--- src/design/apcf_pkg.sv ---
package apcf_pkg;

	// Command codes carried on the cmd field
	localparam logic CMD_START = 1'b0;
	localparam logic CMD_DATA  = 1'b1;

	// Filter values for the class and instruction bytes
	localparam logic [7:0] CLA_REJECT   = 8'hFF;
	localparam logic [3:0] INS_REJECT_A = 4'h6;
	localparam logic [3:0] INS_REJECT_B = 4'h9;

	// Most bytes one item can produce
	localparam int unsigned JOB_BYTES = 7;
	localparam int unsigned JOB_IDX_W = $clog2(JOB_BYTES);
	localparam int unsigned JOB_CNT_W = $clog2(JOB_BYTES + 1);

	// Depth of the job queue between front and back
	localparam int unsigned QUEUE_DEPTH = 2;
	localparam int unsigned QUEUE_PTR_W = $clog2(QUEUE_DEPTH);
	localparam int unsigned QUEUE_CNT_W = $clog2(QUEUE_DEPTH + 1);

	// One classified item: the bytes it emits, how many, and whether it closes the APDU
	typedef struct packed {
		logic [JOB_BYTES-1:0][7:0] bytes;
		logic [JOB_CNT_W-1:0]      count;
		logic                      apdu_last;
	} job_t;

	// Encoded Le field, zero to three bytes
	typedef struct packed {
		logic [2:0][7:0] bytes;
		logic [1:0]      count;
	} le_field_t;

	// Build the Le field for a response length
	function automatic le_field_t build_le(input logic [16:0] le, input logic ext);
		le_field_t f;
		f = '0;
		if (le != 17'd0) begin
			if (ext) begin
				if (!le[16]) begin
					f.bytes[0] = 8'h00;
					f.bytes[1] = le[15:8];
					f.bytes[2] = le[7:0];
					f.count    = 2'd3;
				end else if (le[15:0] == 16'd0) begin
					f.count = 2'd2;
				end
			end else begin
				f.bytes[0] = le[7:0];
				f.count    = 2'd1;
			end
		end
		return f;
	endfunction

endpackage

--- src/design/apcf_front.sv ---
module apcf_front import apcf_pkg::*; (
	input  logic        clk,
	input  logic        arst_n,
	input  logic        cfg_wr_en,
	input  logic        cfg_wr_data,
	input  logic        in_valid,
	output logic        in_stall,
	input  logic        cmd,
	input  logic [7:0]  class_byte,
	input  logic [7:0]  instr_byte,
	input  logic [7:0]  param_one,
	input  logic [7:0]  param_two,
	input  logic [15:0] data_length,
	input  logic [16:0] max_response,
	input  logic [7:0]  data_byte,
	input  logic        q_full,
	output logic        q_push,
	output job_t        q_job
);

	logic        extended_mode_q;
	logic [7:0]  kept_class_q;
	logic [7:0]  kept_instr_q;
	logic [15:0] bytes_left_q;
	logic [16:0] pending_le_q;

	logic        accept;
	logic [7:0]  class_nxt;
	logic [7:0]  instr_nxt;
	logic [15:0] bytes_left_nxt;
	logic [16:0] pending_le_nxt;
	logic [15:0] left_dec;
	le_field_t   le_f;

	assign in_stall = q_full;
	assign accept   = in_valid && !q_full;
	assign left_dec = bytes_left_q - 16'd1;

	// Classify the item and build its byte job
	always_comb begin
		class_nxt      = (class_byte != CLA_REJECT) ? class_byte : kept_class_q;
		instr_nxt      = (instr_byte[7:4] == INS_REJECT_A || instr_byte[7:4] == INS_REJECT_B)
			? kept_instr_q : instr_byte;
		bytes_left_nxt = bytes_left_q;
		pending_le_nxt = pending_le_q;
		q_job          = '0;
		q_push         = 1'b0;
		le_f           = '0;
		if (cmd == CMD_START) begin
			q_push         = accept;
			q_job.bytes[0] = class_nxt;
			q_job.bytes[1] = instr_nxt;
			q_job.bytes[2] = param_one;
			q_job.bytes[3] = param_two;
			bytes_left_nxt = data_length;
			if (data_length != 16'd0) begin
				pending_le_nxt = max_response;
				if (extended_mode_q) begin
					q_job.bytes[4] = 8'h00;
					q_job.bytes[5] = data_length[15:8];
					q_job.bytes[6] = data_length[7:0];
					q_job.count    = JOB_CNT_W'(7);
				end else begin
					q_job.bytes[4] = data_length[7:0];
					q_job.count    = JOB_CNT_W'(5);
				end
			end else begin
				pending_le_nxt  = 17'd0;
				le_f            = build_le(max_response, extended_mode_q);
				q_job.bytes[4]  = le_f.bytes[0];
				q_job.bytes[5]  = le_f.bytes[1];
				q_job.bytes[6]  = le_f.bytes[2];
				q_job.count     = JOB_CNT_W'(4) + JOB_CNT_W'(le_f.count);
				q_job.apdu_last = 1'b1;
			end
		end else if (bytes_left_q != 16'd0) begin
			q_push         = accept;
			q_job.bytes[0] = data_byte;
			bytes_left_nxt = left_dec;
			q_job.count    = JOB_CNT_W'(1);
			if (left_dec == 16'd0) begin
				pending_le_nxt  = 17'd0;
				le_f            = build_le(pending_le_q, extended_mode_q);
				q_job.bytes[1]  = le_f.bytes[0];
				q_job.bytes[2]  = le_f.bytes[1];
				q_job.bytes[3]  = le_f.bytes[2];
				q_job.count     = JOB_CNT_W'(1) + JOB_CNT_W'(le_f.count);
				q_job.apdu_last = 1'b1;
			end
		end
	end

	// Hold the mode register
	always_ff @(posedge clk or negedge arst_n) begin
		if (!arst_n) begin
			extended_mode_q <= 1'b0;
		end else if (cfg_wr_en) begin
			extended_mode_q <= cfg_wr_data;
		end
	end

	// Advance command state on each accepted item
	always_ff @(posedge clk or negedge arst_n) begin
		if (!arst_n) begin
			kept_class_q <= 8'h00;
			kept_instr_q <= 8'h00;
			bytes_left_q <= 16'd0;
			pending_le_q <= 17'd0;
		end else if (accept) begin
			if (cmd == CMD_START) begin
				kept_class_q <= class_nxt;
				kept_instr_q <= instr_nxt;
			end
			bytes_left_q <= bytes_left_nxt;
			pending_le_q <= pending_le_nxt;
		end
	end

endmodule

--- src/design/apcf_queue.sv ---
module apcf_queue import apcf_pkg::*; (
	input  logic clk,
	input  logic arst_n,
	input  logic push,
	input  job_t push_job,
	output logic full,
	input  logic pop,
	output logic empty,
	output job_t head_job
);

	job_t                   entry_q [QUEUE_DEPTH];
	logic [QUEUE_PTR_W-1:0] wr_ptr_q;
	logic [QUEUE_PTR_W-1:0] rd_ptr_q;
	logic [QUEUE_CNT_W-1:0] count_q;

	assign full     = (count_q == QUEUE_CNT_W'(QUEUE_DEPTH));
	assign empty    = (count_q == '0);
	assign head_job = entry_q[rd_ptr_q];

	// Store pushed jobs
	always_ff @(posedge clk) begin
		if (push) begin
			entry_q[wr_ptr_q] <= push_job;
		end
	end

	// Advance pointers and fill count
	always_ff @(posedge clk or negedge arst_n) begin
		if (!arst_n) begin
			wr_ptr_q <= '0;
			rd_ptr_q <= '0;
			count_q  <= '0;
		end else begin
			if (push) begin
				wr_ptr_q <= (wr_ptr_q == QUEUE_PTR_W'(QUEUE_DEPTH - 1)) ? '0 : wr_ptr_q + 1'b1;
			end
			if (pop) begin
				rd_ptr_q <= (rd_ptr_q == QUEUE_PTR_W'(QUEUE_DEPTH - 1)) ? '0 : rd_ptr_q + 1'b1;
			end
			if (push && !pop) begin
				count_q <= count_q + 1'b1;
			end else if (pop && !push) begin
				count_q <= count_q - 1'b1;
			end
		end
	end

endmodule

--- src/design/apcf_back.sv ---
module apcf_back import apcf_pkg::*; (
	input  logic       clk,
	input  logic       arst_n,
	input  logic       q_empty,
	input  job_t       q_head,
	output logic       q_pop,
	output logic       out_valid,
	input  logic       out_stall,
	output logic [7:0] out_byte,
	output logic       item_end,
	output logic       apdu_end
);

	logic [JOB_IDX_W-1:0] idx_q;
	logic                 out_valid_q;
	logic [7:0]           out_byte_q;
	logic                 item_end_q;
	logic                 apdu_end_q;

	logic advance;
	logic load;
	logic last_byte;

	assign advance   = !out_valid_q || !out_stall;
	assign load      = advance && !q_empty;
	assign last_byte = (JOB_CNT_W'(idx_q) + JOB_CNT_W'(1)) == q_head.count;
	assign q_pop     = load && last_byte;

	assign out_valid = out_valid_q;
	assign out_byte  = out_byte_q;
	assign item_end  = item_end_q;
	assign apdu_end  = apdu_end_q;

	// Step through the head job one byte per cycle while the output is not stalled
	always_ff @(posedge clk or negedge arst_n) begin
		if (!arst_n) begin
			idx_q       <= '0;
			out_valid_q <= 1'b0;
		end else if (advance) begin
			out_valid_q <= !q_empty;
			if (load) begin
				idx_q <= last_byte ? '0 : idx_q + 1'b1;
			end
		end
	end

	// Load the output register
	always_ff @(posedge clk) begin
		if (load) begin
			out_byte_q <= q_head.bytes[idx_q];
			item_end_q <= last_byte;
			apdu_end_q <= last_byte && q_head.apdu_last;
		end
	end

endmodule

--- src/design/apdu_command_framer_unit.sv ---
// An accepted item is written into the job queue; its first byte is then loaded into
// the serializer's output register and offered, once any stalled byte there has left.
// Throughput: one item per cycle while each item yields one byte and no output stall;
// the serializer emits an item's bytes (up to seven) one per cycle while not stalled.
// Input stalls only when the two-entry job queue is full.
// Reset: arst_n clears the mode register, kept bytes, counters and queue.
module apdu_command_framer_unit import apcf_pkg::*; (
	input  logic        clk,
	input  logic        arst_n,
	input  logic        cfg_wr_en,
	input  logic        cfg_wr_data,
	input  logic        in_valid,
	output logic        in_stall,
	input  logic        cmd,
	input  logic [7:0]  class_byte,
	input  logic [7:0]  instr_byte,
	input  logic [7:0]  param_one,
	input  logic [7:0]  param_two,
	input  logic [15:0] data_length,
	input  logic [16:0] max_response,
	input  logic [7:0]  data_byte,
	output logic        out_valid,
	input  logic        out_stall,
	output logic [7:0]  out_byte,
	output logic        item_end,
	output logic        apdu_end
);

	logic q_push;
	logic q_full;
	logic q_pop;
	logic q_empty;
	job_t push_job;
	job_t head_job;

	// Classify items into byte jobs
	apcf_front u_front (
		.clk          (clk),
		.arst_n       (arst_n),
		.cfg_wr_en    (cfg_wr_en),
		.cfg_wr_data  (cfg_wr_data),
		.in_valid     (in_valid),
		.in_stall     (in_stall),
		.cmd          (cmd),
		.class_byte   (class_byte),
		.instr_byte   (instr_byte),
		.param_one    (param_one),
		.param_two    (param_two),
		.data_length  (data_length),
		.max_response (max_response),
		.data_byte    (data_byte),
		.q_full       (q_full),
		.q_push       (q_push),
		.q_job        (push_job)
	);

	// Buffer jobs between front and back
	apcf_queue u_queue (
		.clk      (clk),
		.arst_n   (arst_n),
		.push     (q_push),
		.push_job (push_job),
		.full     (q_full),
		.pop      (q_pop),
		.empty    (q_empty),
		.head_job (head_job)
	);

	// Serialize jobs onto the byte stream
	apcf_back u_back (
		.clk       (clk),
		.arst_n    (arst_n),
		.q_empty   (q_empty),
		.q_head    (head_job),
		.q_pop     (q_pop),
		.out_valid (out_valid),
		.out_stall (out_stall),
		.out_byte  (out_byte),
		.item_end  (item_end),
		.apdu_end  (apdu_end)
	);

endmodule
--- config.mk ---
export PLATFORM = sky130hd
export DESIGN_NAME = apdu_command_framer_unit
export DESIGN_NICKNAME = d
export VERILOG_FILES = /design/src/design/apcf_pkg.sv /design/src/design/apcf_front.sv /design/src/design/apcf_queue.sv /design/src/design/apcf_back.sv /design/src/design/apdu_command_framer_unit.sv
export SDC_FILE = /design/constraint.sdc
export NUM_CORES = 1
export LEC_CHECK = 0
export BUFFER_PORTS_ARGS = -buffer_cell sky130_fd_sc_hd__buf_2
export CAP_MARGIN = 25
export CORE_MARGIN = 10
export CORE_UTILIZATION = 35
export CTS_BUF_LIST = sky130_fd_sc_hd__clkbuf_4
export CTS_CLUSTER_DIAMETER = 60
export DETAILED_ROUTE_END_ITERATION = 8
export GPL_TIMING_DRIVEN = 0
export HOLD_SLACK_MARGIN = 0.15
export PLACE_DENSITY_LB_ADDON = 0.12
export SLEW_MARGIN = 20
export SYNTH_ARGS = -nofsm -noshare
export SYNTH_HDL_FRONTEND = slang
export SYNTH_SLANG_ARGS = --single-unit
--- constraint.sdc ---
create_clock -name clk -period 4.5 [get_ports clk]
set_input_delay 0.45 -clock clk [delete_from_list [all_inputs] [get_ports clk]]
set_output_delay 0.45 -clock clk [all_outputs]
set_load 0.05 [all_outputs]
==> flow_metrics.env <==
export IMPL_outcome="completed"
export IMPL_worst_setup_path_type="reg -> reg"
export IMPL_seq_power_share_pct=44.4
export IMPL_power_internal_mw=3.74
export IMPL_switchingPower_mw=2.48
export IMPL_min_period_ns=3.21
export IMPL_timing_critical_path_slowest_cell_delay_ns=0.56
export IMPL_number_of_ports_placed_on_the_die_boundary=92
export IMPL_yosysWarningCount=0
export IMPL_power_switching_share_pct=39.8
export IMPL_first_global_vias=6958
export IMPL_die_height_um=182
export IMPL_synth_avg_cell_area_um2=12.1
export IMPL_synth_seq_cells=188
export IMPL_post_drt_wl_per_cell_um=22.4
export IMPL_largest_family_of_logic_cells_by_synthesized_area="compound AO/OA/AOI/OAI gates"
export IMPL_worstPathCellList="nor3_1 > nand3_1 > o31ai_2 > buf_2 > nor2_4 > buf_16 > buf_16"
export IMPL_post_drt_via_cell_ratio=5.43
export IMPL_adder_and_majority_gate_portion_of_the_synthesized_area_pct=0.685
export IMPL_clock_latency_at_the_later_pin_of_the_worst_skew_pair_ns=0.60
export IMPL_synth_enable_flop_cells=130
export IMPL_maximum_number_of_pins_on_one_net_before_global_route_repair=47
export IMPL_post_synth_instance_area_mm2=0.00914
export IMPL_initial_utilization_pct=35.4
export IMPL_critPathMostFrequentCell="sky130_fd_sc_hd__buf_16"
export IMPL_clock_sinks=188
export IMPL_global_route_wire_length_before_repair_um=42800
export IMPL_synth_flop_cell="sky130_fd_sc_hd__edfxtp_1"
export IMPL_antenna_found_initial=1
export IMPL_layout_cells_non_filler=1248
export IMPL_detailedRoute_firstPassIterationCount=7
export IMPL_tightest_slew_ns=0.812
export IMPL_post_synth_and_or_nand_nor_area_fraction_pct=10.7
export IMPL_drtAntennaViolNets=0
export IMPL_power_per_cell_area_mw_per_mm2=576
export IMPL_asr_flop_ratio_synth_pct=30.9
export IMPL_placementRows=59
export IMPL_design_core_area_mm2=0.0258
export IMPL_rsz0062_at_grt="no"
export IMPL_timing_critical_path_to_type="register"
export IMPL_yosys_mux_area_fraction_pct=10.6
export IMPL_crit_fanout=17
export IMPL_setup_viol=0
export IMPL_clkPwrFrac_pct=15.8
export IMPL_vias=6778
export IMPL_number_of_instances_in_the_synthesized_netlist=752
export IMPL_place_hpwl_um=21300
export IMPL_synth_compound_area_share_pct=15.3
export IMPL_layout_filler_cells=2476
export IMPL_die_w_um=182
export IMPL_first_iter_violations=490
export IMPL_finalMaxSlewViolations=0
export IMPL_tritoncts="built"
export IMPL_worst_slew_margin_rel_pct=45.4
export IMPL_final_nets=984
export IMPL_hold_class="in -> async"
export IMPL_power_ir_vdd_worst_mv=0.247
export IMPL_wirelength_um=28000
export IMPL_total_leakage_power_nw=4.09
export IMPL_final_layout_size_suffix_gt1_share_pct=21.3
export IMPL_placedCellCount=1183
export IMPL_htree_num_levels=4
export IMPL_io_buffer_count=90
export IMPL_synth_seq_area_share_pct=58.6
export IMPL_grt_usage_pct=16.8
export IMPL_yosys_cell_types_count=60
export IMPL_postLayoutCellArea_mm2=0.0108
export IMPL_placement_cell_area_mm2=0.0102
export IMPL_global_placement_routability_congestion=0.893
export IMPL_post_route_period_util_pct=71.3
export IMPL_flow_area_growth_from_synthesis_pct=18.2
export IMPL_crit_path_start_kind="register"
export IMPL_syn_num_nets=837
export IMPL_clock_tree_root_cell="sky130_fd_sc_hd__clkbuf_4"
export IMPL_fmaxAchievable_ghz=0.312
export IMPL_worst_setup_hold_path_clk_slew_ns=0.19
export IMPL_cts_inserted_buffers=17
export IMPL_setup_total_negative_slack_ns=0
export IMPL_cts_resized=0
export IMPL_layout_commonest_cell="sky130_fd_sc_hd__edfxtp_1"
export IMPL_worst_endpoint_arrival_ns=3.56
export IMPL_globalRouteOverflowTotal=0
export IMPL_clock_tree_buffer_depth=2
export IMPL_cts_setup_buffers=0
export IMPL_critical_path_slowest_cell="sky130_fd_sc_hd__o31ai_2"
export IMPL_post_route_util_pct=41.8
export IMPL_finalHoldViolations=0
export IMPL_die_area_mm2=0.0330
export IMPL_postCtsHoldBufs=29
export IMPL_post_synth_xor_area_fraction_pct=0.959
export IMPL_worstPathRequired_ns=4.85
export IMPL_maxCapViolCount=0
export IMPL_finalClockSkew_ns=0.0363
export IMPL_share_comb_of_total_power_pct=39.8
export IMPL_layout_common_cells="130 x sky130_fd_sc_hd__edfxtp_1, 99 x sky130_fd_sc_hd__buf_2, 82 x sky130_fd_sc_hd__nand2_1"
export IMPL_post_route_drc_count=0
cell families (layout without fill, tap and decap cells):
kind of cell | Yosys count | after routing
AND/OR/NAND/NOR | 213 | 213
AO/OA/AOI/OAI | 197 | 197
flip-flops | 188 | 188
multiplexers | 70 | 70
buffers and inverters | 69 | 229
XOR/XNOR | 10 | 10
adder cells (fa/ha/maj) | 5 | 5
other | 0 | 1
registers in the layout, summed over array words and instances (netlist names):
register / cells
u_queue.entry_q: 120
u_front.pending_le_q: 17
u_front.bytes_left_q: 16
u_back.out_byte: 8
u_front.kept_class_q: 8
u_front.kept_instr_q: 8
u_back.idx_q: 3
u_queue.count_q: 2
u_back.apdu_end: 1
u_back.item_end: 1
u_back.out_valid: 1
u_front.extended_mode_q: 1
u_queue.rd_ptr_q: 1
u_queue.wr_ptr_q: 1
synth_stat cells (4+ instances only):
master                      number  area share, %
sky130_fd_sc_hd__o21ai_0        32            1.8
sky130_fd_sc_hd__a31o_2          4           0.38
sky130_fd_sc_hd__a22oi_1         6           0.49
sky130_fd_sc_hd__a21oi_1        47            2.6
sky130_fd_sc_hd__nand2b_1        4           0.27
sky130_fd_sc_hd__inv_1          18           0.74
sky130_fd_sc_hd__nor2_1         62            2.5
sky130_fd_sc_hd__o221ai_1        4           0.38
sky130_fd_sc_hd__ha_1            5           0.68
sky130_fd_sc_hd__nor2b_1         7           0.48
sky130_fd_sc_hd__or3_1           4           0.27
sky130_fd_sc_hd__a31oi_1         4           0.27
sky130_fd_sc_hd__a2bb2oi_1      18            1.7
sky130_fd_sc_hd__a32o_1          7           0.77
sky130_fd_sc_hd__mux2_2         15            1.8
sky130_fd_sc_hd__buf_2          10           0.55
sky130_fd_sc_hd__mux4_2         20            4.9
sky130_fd_sc_hd__nor3_1          6           0.33
sky130_fd_sc_hd__nand4_1         5           0.34
sky130_fd_sc_hd__clkbuf_1       38            1.6
sky130_fd_sc_hd__mux2i_1        35            3.8
sky130_fd_sc_hd__o22a_1          5           0.48
sky130_fd_sc_hd__xnor2_1         6           0.58
sky130_fd_sc_hd__o2bb2ai_1       6           0.58
sky130_fd_sc_hd__nand3_1         7           0.38
sky130_fd_sc_hd__or2_2           4           0.27
sky130_fd_sc_hd__edfxtp_1      130             43
sky130_fd_sc_hd__o22ai_1        16            1.1
sky130_fd_sc_hd__xor2_1          4           0.38
sky130_fd_sc_hd__nand2_1        82            3.4
sky130_fd_sc_hd__nor4_1         15            1.0
sky130_fd_sc_hd__dfrtp_1        58             16
sky130_fd_sc_hd__o211ai_1        7           0.58
sky130_fd_sc_hd__a22o_1         17            1.6
critical path: cells and delay by family (launching register included):
kind                   cells  cell delay, ns
and+or+nand+nor            3            1.17
AOI/OAI and AO/OA          1            0.56
buffers and inverters      3            0.75
DFF                        1            0.46
layer usage:
metal  GRT usage (%)  vias to the layer above  part of all wire (%)
met5               0                        -                     0
met4            4.46                        0                   1.9
met3            2.98                       32                   3.8
met2            28.8                      168                    50
met1            21.4                     3392                    45
li1                -                     3186                     -
through the flow:
stage / hold slack [ns] / setup slack [ns] / total power [mW]
global route: 0.152 / 1.15 / 6.61
floorplan: 0.154 / 0.230 / 4.44
detailed placement: 0.319 / 1.32 / 5.30
finish: 0.207 / 1.29 / 6.22
CTS: 0.154 / 1.26 / 6.28
global placement: 0.464 / -2.01 / 5.22
worst paths after layout:
check / depth (start not counted) / slack [ns] / from / endpoint
worst min register to register: 1 / 0.50 / u_front.kept_class_q[3] / u_front.kept_class_q[3]
worst max register to register: 7 / 1.29 / u_front.bytes_left_q[12] / u_queue.entry_q[0][18]
worst max-delay path: 7 / 1.29 / u_front.bytes_left_q[12] / u_queue.entry_q[0][18]
worst min-delay path: 2 / 0.21 / arst_n / u_front.bytes_left_q[13]
max in group asynchronous: 3 / 3.73 / arst_n / u_front.pending_le_q[2]
min in group clk: 2 / 0.21 / data_byte[1] / u_queue.entry_q[1][5]
power groups by stage:
stage,clock network [mW],logic [mW],registers (mW)
6_report,0.980,2.48,2.76
3_3_place_gp,0,2.38,2.84
4_1_cts,1.00,2.52,2.76
3_5_place_dp,0,2.49,2.81
2_1_floorplan,0,1.53,2.91
5_1_grt,1.08,2.72,2.82
layout make-up:
| cell class | instances | area (um^2) | share of cell area, % |
|---|---|---|---|
| Antenna cell | 1 | 2.50 | 0.0232 |
| Buffer | 51 | 215 | 1.99 |
| Clock buffer | 17 | 128 | 1.18 |
| Clock inverter | 15 | 175 | 1.62 |
| Inverter | 18 | 67.6 | 0.626 |
| Multi-Input combinational cell | 495 | 3520 | 32.6 |
| Sequential cell | 188 | 5360 | 49.6 |
| Tap cell | 335 | 419 | 3.88 |
| Timing Repair Buffer | 128 | 921 | 8.53 |
Note: power is estimated with default switching activity, not from simulation.
